**src/hw/rtl/spmsc_pkg.sv**
```systemverilog
// Shared types and constants for the stereo pan mixer
package spmsc_pkg;

    localparam int SAMPLE_W = 16;
    localparam int VOL_W    = 9;
    localparam int PAN_W    = 10;
    localparam int VM_W     = 18;
    localparam int GAIN_W   = 10;
    localparam int CONTR_W  = 19;
    localparam int ACC_W    = 32;

    localparam logic [VOL_W-1:0] MASTER_RESET = 9'd256;

    localparam logic signed [ACC_W:0] KNEE    = 33'sd28000;
    localparam logic signed [ACC_W:0] OUT_MAX = 33'sd32767;
    localparam logic signed [ACC_W:0] OUT_MIN = -33'sd32768;

    typedef struct packed {
        logic load;
        logic gain;
        logic mul;
        logic acc;
        logic clip;
    } cmd_t;

    typedef struct packed {
        logic last;
        logic out_stall;
    } status_t;

endpackage

```
**src/hw/rtl/spmsc_in_if.sv**
```systemverilog
// Source channel: one source's stereo sample pair with volume and pan
interface spmsc_in_if;
    logic                                    valid;
    logic                                    ready;
    logic signed [spmsc_pkg::SAMPLE_W-1:0]   left_sample;
    logic signed [spmsc_pkg::SAMPLE_W-1:0]   right_sample;
    logic        [spmsc_pkg::VOL_W-1:0]      source_volume;
    logic signed [spmsc_pkg::PAN_W-1:0]      pan;
    logic                                    pan_bypass;
    logic                                    last_source;

    modport source (
        output valid, left_sample, right_sample, source_volume, pan, pan_bypass,
               last_source,
        input  ready
    );
    modport sink (
        input  valid, left_sample, right_sample, source_volume, pan, pan_bypass,
               last_source,
        output ready
    );
endinterface

```
**src/hw/rtl/spmsc_out_if.sv**
```systemverilog
// Frame channel: one soft-clipped stereo output frame
interface spmsc_out_if;
    logic                                  valid;
    logic                                  ready;
    logic signed [spmsc_pkg::SAMPLE_W-1:0] left_out;
    logic signed [spmsc_pkg::SAMPLE_W-1:0] right_out;

    modport source (output valid, left_out, right_out, input ready);
    modport sink   (input valid, left_out, right_out, output ready);
endinterface

```
**src/hw/rtl/stereo_pan_mixer_soft_clip.sv**
```systemverilog
// Stereo pan mixer with soft clip: top level
// Each source transfer passes through input/volume, gain, scale and accumulate steps.
// A source marked last then goes on to soft clip into the output register;
// its frame is valid once the clip step has written that register.
// The next source is taken while a frame waits at the output; the clip step waits
// only if an earlier frame is still held. Reset clears accumulators, master = 256.
module stereo_pan_mixer_soft_clip (
    input  logic                        clk,
    input  logic                        rst_n,
    input  logic                        main_gain_we,
    input  logic [spmsc_pkg::VOL_W-1:0] main_gain,
    spmsc_in_if.sink                    samples,
    spmsc_out_if.source                 frames
);

    spmsc_pkg::cmd_t    cmd;
    spmsc_pkg::status_t status;

    spmsc_ctrl u_ctrl (
        .clk      (clk),
        .rst_n    (rst_n),
        .in_valid (samples.valid),
        .in_ready (samples.ready),
        .status   (status),
        .cmd      (cmd)
    );

    spmsc_datapath u_dp (
        .clk          (clk),
        .rst_n        (rst_n),
        .main_gain_we (main_gain_we),
        .main_gain    (main_gain),
        .samples      (samples),
        .frames       (frames),
        .cmd          (cmd),
        .status       (status)
    );

endmodule

```
**src/hw/rtl/spmsc_ctrl.sv**
```systemverilog
// Sequencing state machine for the stereo pan mixer
module spmsc_ctrl (
    input  logic              clk,
    input  logic              rst_n,
    input  logic              in_valid,
    output logic              in_ready,
    input  spmsc_pkg::status_t status,
    output spmsc_pkg::cmd_t   cmd
);

    localparam logic [2:0] ST_IDLE = 3'd0;
    localparam logic [2:0] ST_GAIN = 3'd1;
    localparam logic [2:0] ST_MUL  = 3'd2;
    localparam logic [2:0] ST_ACC  = 3'd3;
    localparam logic [2:0] ST_CLIP = 3'd4;

    logic [2:0] state_reg;
    logic [2:0] state_next;

    always_ff @(posedge clk or negedge rst_n)
    begin
        if (!rst_n)
        begin
            state_reg <= ST_IDLE;
        end
        else
        begin
            state_reg <= state_next;
        end
    end

    always_comb
    begin
        state_next = state_reg;
        cmd        = '0;
        in_ready   = 1'b0;
        unique case (state_reg)
            ST_IDLE:
            begin
                in_ready = 1'b1;
                if (in_valid)
                begin
                    cmd.load   = 1'b1;
                    state_next = ST_GAIN;
                end
            end
            ST_GAIN:
            begin
                cmd.gain   = 1'b1;
                state_next = ST_MUL;
            end
            ST_MUL:
            begin
                cmd.mul    = 1'b1;
                state_next = ST_ACC;
            end
            ST_ACC:
            begin
                cmd.acc    = 1'b1;
                state_next = status.last ? ST_CLIP : ST_IDLE;
            end
            ST_CLIP:
            begin
                if (!status.out_stall)
                begin
                    cmd.clip   = 1'b1;
                    state_next = ST_IDLE;
                end
            end
            default:
            begin
                state_next = ST_IDLE;
            end
        endcase
    end

endmodule

```
**src/hw/rtl/spmsc_datapath.sv**
```systemverilog
// Gain, scale, accumulate and soft-clip datapath
module spmsc_datapath (
    input  logic                               clk,
    input  logic                               rst_n,
    input  logic                               main_gain_we,
    input  logic [spmsc_pkg::VOL_W-1:0]        main_gain,
    spmsc_in_if.sink                           samples,
    spmsc_out_if.source                        frames,
    input  spmsc_pkg::cmd_t                    cmd,
    output spmsc_pkg::status_t                 status
);

    logic        [spmsc_pkg::VOL_W-1:0]    master_reg;
    logic signed [spmsc_pkg::SAMPLE_W-1:0] ls_reg;
    logic signed [spmsc_pkg::SAMPLE_W-1:0] rs_reg;
    logic signed [spmsc_pkg::PAN_W-1:0]    pan_reg;
    logic                                  byp_reg;
    logic                                  last_reg;
    logic        [spmsc_pkg::VM_W-1:0]     vm_reg;
    logic        [spmsc_pkg::GAIN_W-1:0]   gl_reg;
    logic        [spmsc_pkg::GAIN_W-1:0]   gr_reg;
    logic signed [spmsc_pkg::CONTR_W-1:0]  cl_reg;
    logic signed [spmsc_pkg::CONTR_W-1:0]  cr_reg;
    logic signed [spmsc_pkg::ACC_W-1:0]    accl_reg;
    logic signed [spmsc_pkg::ACC_W-1:0]    accr_reg;
    logic signed [spmsc_pkg::SAMPLE_W-1:0] outl_reg;
    logic signed [spmsc_pkg::SAMPLE_W-1:0] outr_reg;
    logic                                  ovalid_reg;

    logic [7:0]  q;
    logic [8:0]  wl;
    logic [8:0]  wr;
    logic [26:0] pl;
    logic [26:0] pr;
    logic signed [26:0] ml;
    logic signed [26:0] mr;

    function automatic logic signed [spmsc_pkg::SAMPLE_W-1:0] knee_compress(
        input logic signed [spmsc_pkg::ACC_W-1:0] x
    );
        logic signed [spmsc_pkg::ACC_W:0] xs;
        logic signed [spmsc_pkg::ACC_W:0] nx;
        logic signed [spmsc_pkg::ACC_W:0] y;
        xs = {x[spmsc_pkg::ACC_W-1], x};
        nx = -xs;
        y  = xs;
        if (xs > spmsc_pkg::KNEE)
        begin
            y = spmsc_pkg::KNEE + ((xs - spmsc_pkg::KNEE) >>> 2);
        end
        else if (xs < -spmsc_pkg::KNEE)
        begin
            y = -(spmsc_pkg::KNEE + ((nx - spmsc_pkg::KNEE) >>> 2));
        end
        if (y > spmsc_pkg::OUT_MAX)
        begin
            y = spmsc_pkg::OUT_MAX;
        end
        if (y < spmsc_pkg::OUT_MIN)
        begin
            y = spmsc_pkg::OUT_MIN;
        end
        return y[spmsc_pkg::SAMPLE_W-1:0];
    endfunction

    // pan clamped to +-256, then offset and quartered
    always_comb
    begin
        q = 8'd0;
        if (pan_reg <= -10'sd256)
        begin
            q = 8'd0;
        end
        else if (pan_reg >= 10'sd256)
        begin
            q = 8'd128;
        end
        else
        begin
            q = 8'(10'(pan_reg + 10'sd256) >> 2);
        end
        wl = 9'd256 - {1'b0, q};
        wr = 9'd128 + {1'b0, q};
        pl = 27'(wl) * 27'(vm_reg);
        pr = 27'(wr) * 27'(vm_reg);
        ml = 27'(ls_reg) * 27'(signed'({1'b0, gl_reg}));
        mr = 27'(rs_reg) * 27'(signed'({1'b0, gr_reg}));
    end

    always_ff @(posedge clk or negedge rst_n)
    begin
        if (!rst_n)
        begin
            master_reg <= spmsc_pkg::MASTER_RESET;
            accl_reg   <= '0;
            accr_reg   <= '0;
            ovalid_reg <= 1'b0;
        end
        else
        begin
            if (main_gain_we)
            begin
                master_reg <= main_gain;
            end
            if (cmd.acc)
            begin
                accl_reg <= accl_reg + spmsc_pkg::ACC_W'(cl_reg);
                accr_reg <= accr_reg + spmsc_pkg::ACC_W'(cr_reg);
            end
            else if (cmd.clip)
            begin
                accl_reg <= '0;
                accr_reg <= '0;
            end
            if (cmd.clip)
            begin
                ovalid_reg <= 1'b1;
            end
            else if (frames.ready)
            begin
                ovalid_reg <= 1'b0;
            end
        end
    end

    always_ff @(posedge clk)
    begin
        if (cmd.load)
        begin
            ls_reg   <= samples.left_sample;
            rs_reg   <= samples.right_sample;
            pan_reg  <= samples.pan;
            byp_reg  <= samples.pan_bypass;
            last_reg <= samples.last_source;
            vm_reg   <= spmsc_pkg::VM_W'(samples.source_volume) * spmsc_pkg::VM_W'(master_reg);
        end
        if (cmd.gain)
        begin
            if (byp_reg)
            begin
                gl_reg <= vm_reg[17:8];
                gr_reg <= vm_reg[17:8];
            end
            else
            begin
                gl_reg <= pl[25:16];
                gr_reg <= pr[25:16];
            end
        end
        if (cmd.mul)
        begin
            cl_reg <= ml[26:8];
            cr_reg <= mr[26:8];
        end
        if (cmd.clip)
        begin
            outl_reg <= knee_compress(accl_reg);
            outr_reg <= knee_compress(accr_reg);
        end
    end

    assign status.last      = last_reg;
    assign status.out_stall = ovalid_reg & ~frames.ready;

    assign frames.valid     = ovalid_reg;
    assign frames.left_out  = outl_reg;
    assign frames.right_out = outr_reg;

endmodule

```
**src/flat_wrapper.sv**
```systemverilog
// flat-port wrapper written by rule: the top's interface ports become plain ports
module stereo_pan_mixer_soft_clip_flat 
  (clk, rst_n, main_gain_we, main_gain, samples_valid, samples_left_sample, samples_right_sample, samples_source_volume, samples_pan, samples_pan_bypass, samples_last_source, samples_ready, frames_valid, frames_left_out, frames_right_out, frames_ready);
  spmsc_in_if samples_i ();
  spmsc_out_if frames_i ();
  input  logic clk;
  input  logic rst_n;
  input  logic main_gain_we;
  input  logic [spmsc_pkg::VOL_W-1:0] main_gain;
  input wire logic [$bits(samples_i.valid)-1:0] samples_valid;
  input wire logic [$bits(samples_i.left_sample)-1:0] samples_left_sample;
  input wire logic [$bits(samples_i.right_sample)-1:0] samples_right_sample;
  input wire logic [$bits(samples_i.source_volume)-1:0] samples_source_volume;
  input wire logic [$bits(samples_i.pan)-1:0] samples_pan;
  input wire logic [$bits(samples_i.pan_bypass)-1:0] samples_pan_bypass;
  input wire logic [$bits(samples_i.last_source)-1:0] samples_last_source;
  output wire logic [$bits(samples_i.ready)-1:0] samples_ready;
  output wire logic [$bits(frames_i.valid)-1:0] frames_valid;
  output wire logic [$bits(frames_i.left_out)-1:0] frames_left_out;
  output wire logic [$bits(frames_i.right_out)-1:0] frames_right_out;
  input wire logic [$bits(frames_i.ready)-1:0] frames_ready;
  assign samples_i.valid = samples_valid;
  assign samples_i.left_sample = samples_left_sample;
  assign samples_i.right_sample = samples_right_sample;
  assign samples_i.source_volume = samples_source_volume;
  assign samples_i.pan = samples_pan;
  assign samples_i.pan_bypass = samples_pan_bypass;
  assign samples_i.last_source = samples_last_source;
  assign samples_ready = samples_i.ready;
  assign frames_valid = frames_i.valid;
  assign frames_left_out = frames_i.left_out;
  assign frames_right_out = frames_i.right_out;
  assign frames_i.ready = frames_ready;
  stereo_pan_mixer_soft_clip u_core (.clk(clk), .rst_n(rst_n), .main_gain_we(main_gain_we), .main_gain(main_gain), .samples(samples_i), .frames(frames_i));
endmodule
```
**config.mk**
```make
export PLATFORM = sky130hd
export DESIGN_NAME = stereo_pan_mixer_soft_clip_flat
export DESIGN_NICKNAME = d
export VERILOG_FILES = /design/src/hw/rtl/spmsc_pkg.sv /design/src/hw/rtl/spmsc_in_if.sv /design/src/hw/rtl/spmsc_out_if.sv /design/src/hw/rtl/stereo_pan_mixer_soft_clip.sv /design/src/hw/rtl/spmsc_ctrl.sv /design/src/hw/rtl/spmsc_datapath.sv /design/src/flat_wrapper.sv
export SDC_FILE = /design/constraint.sdc
export NUM_CORES = 2
export LEC_CHECK = 0
export ABC_AREA = 1
export BUFFER_PORTS_ARGS = -buffer_cell sky130_fd_sc_hd__buf_2
export CAP_MARGIN = 20
export CORE_MARGIN = 1
export CORE_UTILIZATION = 40
export CTS_CLUSTER_DIAMETER = 200
export DETAILED_ROUTE_END_ITERATION = 8
export GPL_ROUTABILITY_DRIVEN = 0
export MAX_ROUTING_LAYER = met4
export PLACE_DENSITY_LB_ADDON = 0.3
export SLEW_MARGIN = 30
export SYNTH_ARGS = -nofsm -noshare
export SYNTH_HDL_FRONTEND = slang
export SYNTH_SLANG_ARGS = --single-unit
export TNS_END_PERCENT = 1
```
**constraint.sdc**
```tcl
create_clock -name clk -period 7.2 [get_ports clk]
set_clock_uncertainty 0.15 [all_clocks]
set_input_delay 0.36 -clock clk [delete_from_list [all_inputs] [get_ports clk]]
set_output_delay 0.36 -clock clk [all_outputs]
set_load 0.02 [all_outputs]
```
### Yosys cells after proc, flatten, opt, wreduce, memory -nomap -nowiden

Cells that the tools add are included.

| word-level totals | value |
|---|---|
| logic and storage cells | 92 |
| register bits | 229 |
| output and inout port bits | 34 |
| bits in writable memories | 0 |
| latch bits | 0 |
| memories | 0 |
| ROM bits | 0 |

| operators by class | value |
|---|---|
| div/mod/pow operators | 0 |
| multiplexer cells | 31 |
| $lt $le $gt $ge | 10 |
| add/sub/neg operators | 17 |
| bitwise logic cells | 2 |
| shifts and indexed selects | 0 |
| $mul | 5 |
| equal/unequal tests | 6 |
| reductions and logical operators | 4 |

Operators by type and width:

| kind | count |
|---|---|
| $mux W33 | 10 |
| $neg A32 Y33 | 4 |
| $add A16 B31 Y32 const A | 4 |
| $mux W32 | 3 |
| $gt A33 B16 Y1 const B | 2 |
| $lt A33 B16 Y1 const B | 2 |
| $sub A32 B16 Y33 const B | 2 |
| $sub A33 B16 Y33 const B | 2 |
| $add A32 B19 Y32 | 2 |
| $gt A32 B16 Y1 const B | 2 |
| $lt A32 B16 Y1 const B | 2 |
| $mul A16 B11 Y27 | 2 |
| $mul A9 B18 Y26 | 2 |
| $mux W10 | 2 |
| $mul A9 B9 Y18 | 1 |
| $mux W8 | 2 |
| $pmux W3 S5 | 1 |
| $add A10 B10 Y10 const B | 1 |
| $ge A10 B10 Y1 const B | 1 |
| $le A10 B9 Y1 const B | 1 |
| $mux W1 | 10 |
| $add A8 B8 Y9 const A | 1 |
| $mux W3 | 3 |
| $sub A9 B8 Y9 const A | 1 |
| other kinds (9) | 12 |

### Depth between registers and ports, before layout

| logic depth | value |
|---|---|
| depth in word-level cells | 11 |
| depth in mapped cells | 35 |
| gate-level depth less buffers | 35 |

### Least setup slack after synthesis

No wires, ideal clock.

| timing path | value |
|---|---|
| path type | register to register |
| start | register u_core.u_dp.pan_reg[8] in the netlist's numbering |
| end | register u_core.u_dp.gl_reg[6] in the netlist's numbering (data pin) |
| stages on the path, launching flop included | 32 |
| buffers on the path | 1 |
| setup slack | 0.883 ns |
| data arrival time | 5.903 ns |
| clock period less this slack | 6.317 ns |
| data required time | 6.785 ns |
| library setup time | 0.265 ns |
| cell sequence | edfxtp_1 -> ha_1 -> nand4_1 -> nand2_1 -> nor3_1 -> inv_1 -> ha_1 -> nand2_1 -> nor2_1 -> nand2_1 -> o21ai_0 -> nand2_1 -> clkbuf_1 -> nor2_1 -> fa_1 -> inv_1 -> fa_1 -> inv_1 -> fa_1 -> inv_1 -> fa_1 -> inv_1 -> ha_1 -> nand2_1 -> nor2_1 -> inv_1 -> nor3_1 -> nand2_1 -> o211ai_1 -> a211oi_1 -> a21oi_1 -> o22ai_1 |

| between the ends | value |
|---|---|
| longest elaborated chain between the ends | 6 |
| elaborated cells between the ends (all ways) | 8 |
| those cells by class | 2 x add/sub; 1 x mul; 2 x order compare; 3 x mux |

Ends and longest elaborated chain:

| item | RTL line | text |
|---|---|---|
| start, declared | spmsc_datapath.sv:16 | `logic signed [spmsc_pkg::PAN_W-1:0] pan_reg;` |
| start signal, assigned | spmsc_datapath.sv:132 | `pan_reg <= samples.pan;` |
| $add A10 B10 Y10 / $ge A10 B10 Y1 (equally long branches) | spmsc_datapath.sv:80, spmsc_datapath.sv:74 |  |
| $mux W8 | spmsc_datapath.sv:74 | `else if (pan_reg >= 10'sd256)` |
| $mux W8 * | spmsc_datapath.sv:70 | `if (pan_reg <= -10'sd256)` |
| $sub A9 B8 Y9 * | spmsc_datapath.sv:82 | `wl = 9'd256 - {1'b0, q};` |
| $mul A9 B18 Y26 * | spmsc_datapath.sv:84 | `pl = 27'(wl) * 27'(vm_reg);` |
| $mux W10 * | spmsc_datapath.sv:139 | `if (byp_reg)` |
| end signal, assigned | spmsc_datapath.sv:141 | `gl_reg <= vm_reg[17:8];` |
| end signal, assigned | spmsc_datapath.sv:146 | `gl_reg <= pl[25:16];` |
| end, declared | spmsc_datapath.sv:20 | `logic [spmsc_pkg::GAIN_W-1:0] gl_reg;` |

Mark *: on every way between the ends. The rest lies on a longest branch, timed or not.
A chain may end at the register's enable or synchronous reset.

### Worst setup path in the final report

| timing path | value |
|---|---|
| start | register u_core.u_dp.pan_reg[3] in the netlist's numbering |
| end | register u_core.u_dp.gl_reg[6] in the netlist's numbering (data pin) |

Same word-level chain as after synthesis.

==> flow_summary.ini <==
[yosys]
synth_cell_type_count = 65
syn_inst = 5843
ys.flop_type = edfxtp_1
synth-edff-count = 152
synth_warnings = 0
postSynth.asyncResetShare_pct = 33.6
synth-seq-cells = 229
avgSynthCellArea_sq_um = 7.26
syn_area_sq_um = 42400
synth_nets = 6783
ys_seq_area_share_pct = 15.3

[worst_setup_path]
worstPathRequired_ns = 7.41
cp-end-kind = flop
r2r_cells = 30
critical_path.startpoint_type = flop
r2r_start = u_core.u_dp.pan_reg[3]
crit_type = flop to flop
slowest_stage = fa_1
slowest_delay_ns = 0.54
r2r_end = u_core.u_dp.gl_reg[6]
r2r_slack_ns = 0.55
worstPathMaxFanout = 18
cpMostUsedCell = nand2_1
cp.arrival_ns = 6.86

[cts]
cts_tree = done
clk_pin_slew_ns = 0.06
cts_setup_buffers = 0
h-tree-depth = 1
cts.sinks = 229
insertion_delay_ns = 0.65
clk_path_buf_depth = 3
cts_buffers = 31
cts_root_buf = clkbuf_16

[hold_path]
worstHoldEndpoint = u_core.u_dp.vm_reg[1]
hold_path_class = input pin to flop
whs_path_depth = 4
min-delay-start = samples_source_volume[1]

[global_routing]
grt_pass1_wl_microns = 188000
grt_max_degree = 64
first_global_vias = 37100
gr-usage-all-layers_pct = 22.1
antenna_found_initial = 5
overflow = 0

[finish]
fin_nets = 6814
nFillCells = 10800
multiInputGateArea_sq_um = 30600
regArea_sq_um = 6490
area_growth_pct = 8.00
drive_gt1_share_pct = 5.48

[floorplan]
io_pins = 101
start_util_pct = 40.3
dieArea_sq_um = 107000
die_h_microns = 328
rows = 119
fp.dieW_microns = 328
core-area_sq_um = 105000

[sta]
setup_viol = 0
worst_pin_slew_ns = 0.924
period_share_pct = 92.4
fmax_ghz = 0.150
fin_tns_setup_ns = 0
slew_headroom_pct = 38.4
fin_crit_ns = 6.65
rsz0062_at_grt = no
maxSlewViolCount = 0
finalHoldViolations = 0

[route]
final_antenna_net_count = 0
dr.pass1.iters = 5
drtIter0Drc = 2529
post-route-drc-count = 0
wl_per_cell_microns = 15.7
via_per_inst = 5.06
via_count = 36900
wl_microns = 114000

[placed_design]
portBuffers = 100
dp_hpwl_microns = 93400

[run_status]
status = finished clean

[flow_run]
maxCapViolations = 0
-- synthesized netlist by cell type (9+ instances only) --
library cell / number / share of area (%)
nand2_1: 1527 / 14
inv_1: 1149 / 10
fa_1: 546 / 26
nor2_1: 509 / 4.5
ha_1: 327 / 9.6
nand3_1: 267 / 3.2
a21oi_1: 251 / 3.0
o21ai_0: 218 / 2.6
clkbuf_1: 161 / 1.4
edfxtp_1: 152 / 11
xor2_1: 93 / 1.9
nand4_1: 81 / 1.2
dfrtp_1: 76 / 4.5
xnor2_1: 56 / 1.2
nor3_1: 48 / 0.57
o22ai_1: 47 / 0.69
inv_2: 29 / 0.26
nand2_2: 27 / 0.40
nor2_2: 24 / 0.35
buf_2: 20 / 0.24
o21ai_1: 17 / 0.20
and2_1: 12 / 0.18
clkinv_1: 12 / 0.11
nand3b_1: 12 / 0.21
o21bai_1: 12 / 0.21
a31oi_1: 11 / 0.16
o21a_1: 11 / 0.19
o211ai_1: 10 / 0.18
a21o_1: 9 / 0.16
mux2_2: 9 / 0.24
nor4_1: 9 / 0.13
-- repair_timing --
item,4_1_cts,5_1_grt
setup endpoints to repair,0,3
hold buffers,67,0
resized for setup,0,1
endpoints found under the hold margin,78,0
-- worst max-delay path, delay by kind of cell, from the launching register on --
family,cells,cell delay (ns)
AO/OA/AOI/OAI,5,0.61
flip-flops,1,0.36
AND/OR/NAND/NOR,13,1.95
adder cells (fa/ha/maj),5,2.42
buffers and inverters,7,0.87
-- kinds of logic after synthesis --
| kind of cell | after synthesis | share of synthesized area (%) |
|---|---|---|
| XOR/XNOR | 152 | 3.19 |
| AND/OR/NAND/NOR | 2554 | 25.0 |
| multiplexers | 10 | 0.263 |
| buffers and inverters | 1392 | 12.6 |
| AO/OA/AOI/OAI | 633 | 8.25 |
| flip-flops | 229 | 15.3 |
| adder cells (fa/ha/maj) | 873 | 35.4 |
-- worst max path at each step --
stage	to	depth (start not counted)	from
after floorplan	u_core.u_dp.gl_reg[6]	31	u_core.u_dp.pan_reg[8]
after global placement	u_core.u_dp.gl_reg[9]	29	u_core.u_dp.pan_reg[3]
after detailed placement	u_core.u_dp.gl_reg[6]	29	u_core.u_dp.pan_reg[3]
after CTS	u_core.u_dp.gl_reg[6]	29	u_core.u_dp.pan_reg[3]
after global routing	u_core.u_dp.gl_reg[8]	29	u_core.u_dp.pan_reg[4]
final	u_core.u_dp.gl_reg[6]	30	u_core.u_dp.pan_reg[3]
-- per-stage QoR --
| step | setup slack (ns) | util (%) | area [sq um] | cells | hold slack (ns) |
|---|---|---|---|---|---|
| 6_report | 0.550 | 43.5 | 45800 | 7292 | 0.150 |
| 5_1_grt | 0.0399 | 43.5 | 45800 | 7291 | 0.158 |
| 4_1_cts | 0.579 | 43.5 | 45800 | 7288 | 0.119 |
| 3_5_place_dp | 0.616 | 41.9 | 44100 | 7164 | 0.0791 |
| 3_3_place_gp | 0.670 | 41.9 | 44100 | 7163 | 0.0756 |
| 2_1_floorplan | 0.883 | - | 42400 | 5843 | -0.0856 |
-- layout by cell type, fill, tap and decap left out, drive strengths merged, types with 81 or more instances in the layout --
master  instances
ha            327
inv          1180
buf           133
fa            546
edfxtp        152
o21ai         237
nand2        1557
a21oi         255
nand4          81
nand3         275
nor2          539
xor2           96
-- cell type report --
type / count / area share [%]
repair buffers: 200 / 3.18
clock buffers: 41 / 1.89
well taps: 1391 / 3.80
flip-flops and latches: 229 / 14.2
multi-input cells: 4222 / 66.9
inverters: 1190 / 9.75
clock inverters: 16 / 0.309
diodes: 3 / 0.0164
-- per-layer routing --
layer  wire length (microns)  GRT usage (%)  vias up
met5                       0              -        -
met4                    3450           6.29        0
met3                    7410           2.89      219
met2                   52000           35.8     1161
met1                   51400           28.9    17400
li1                        -              -    18100
Power is not shown: default switching activity piles up to over one toggle a cycle in this logic, so the estimate is an artifact.
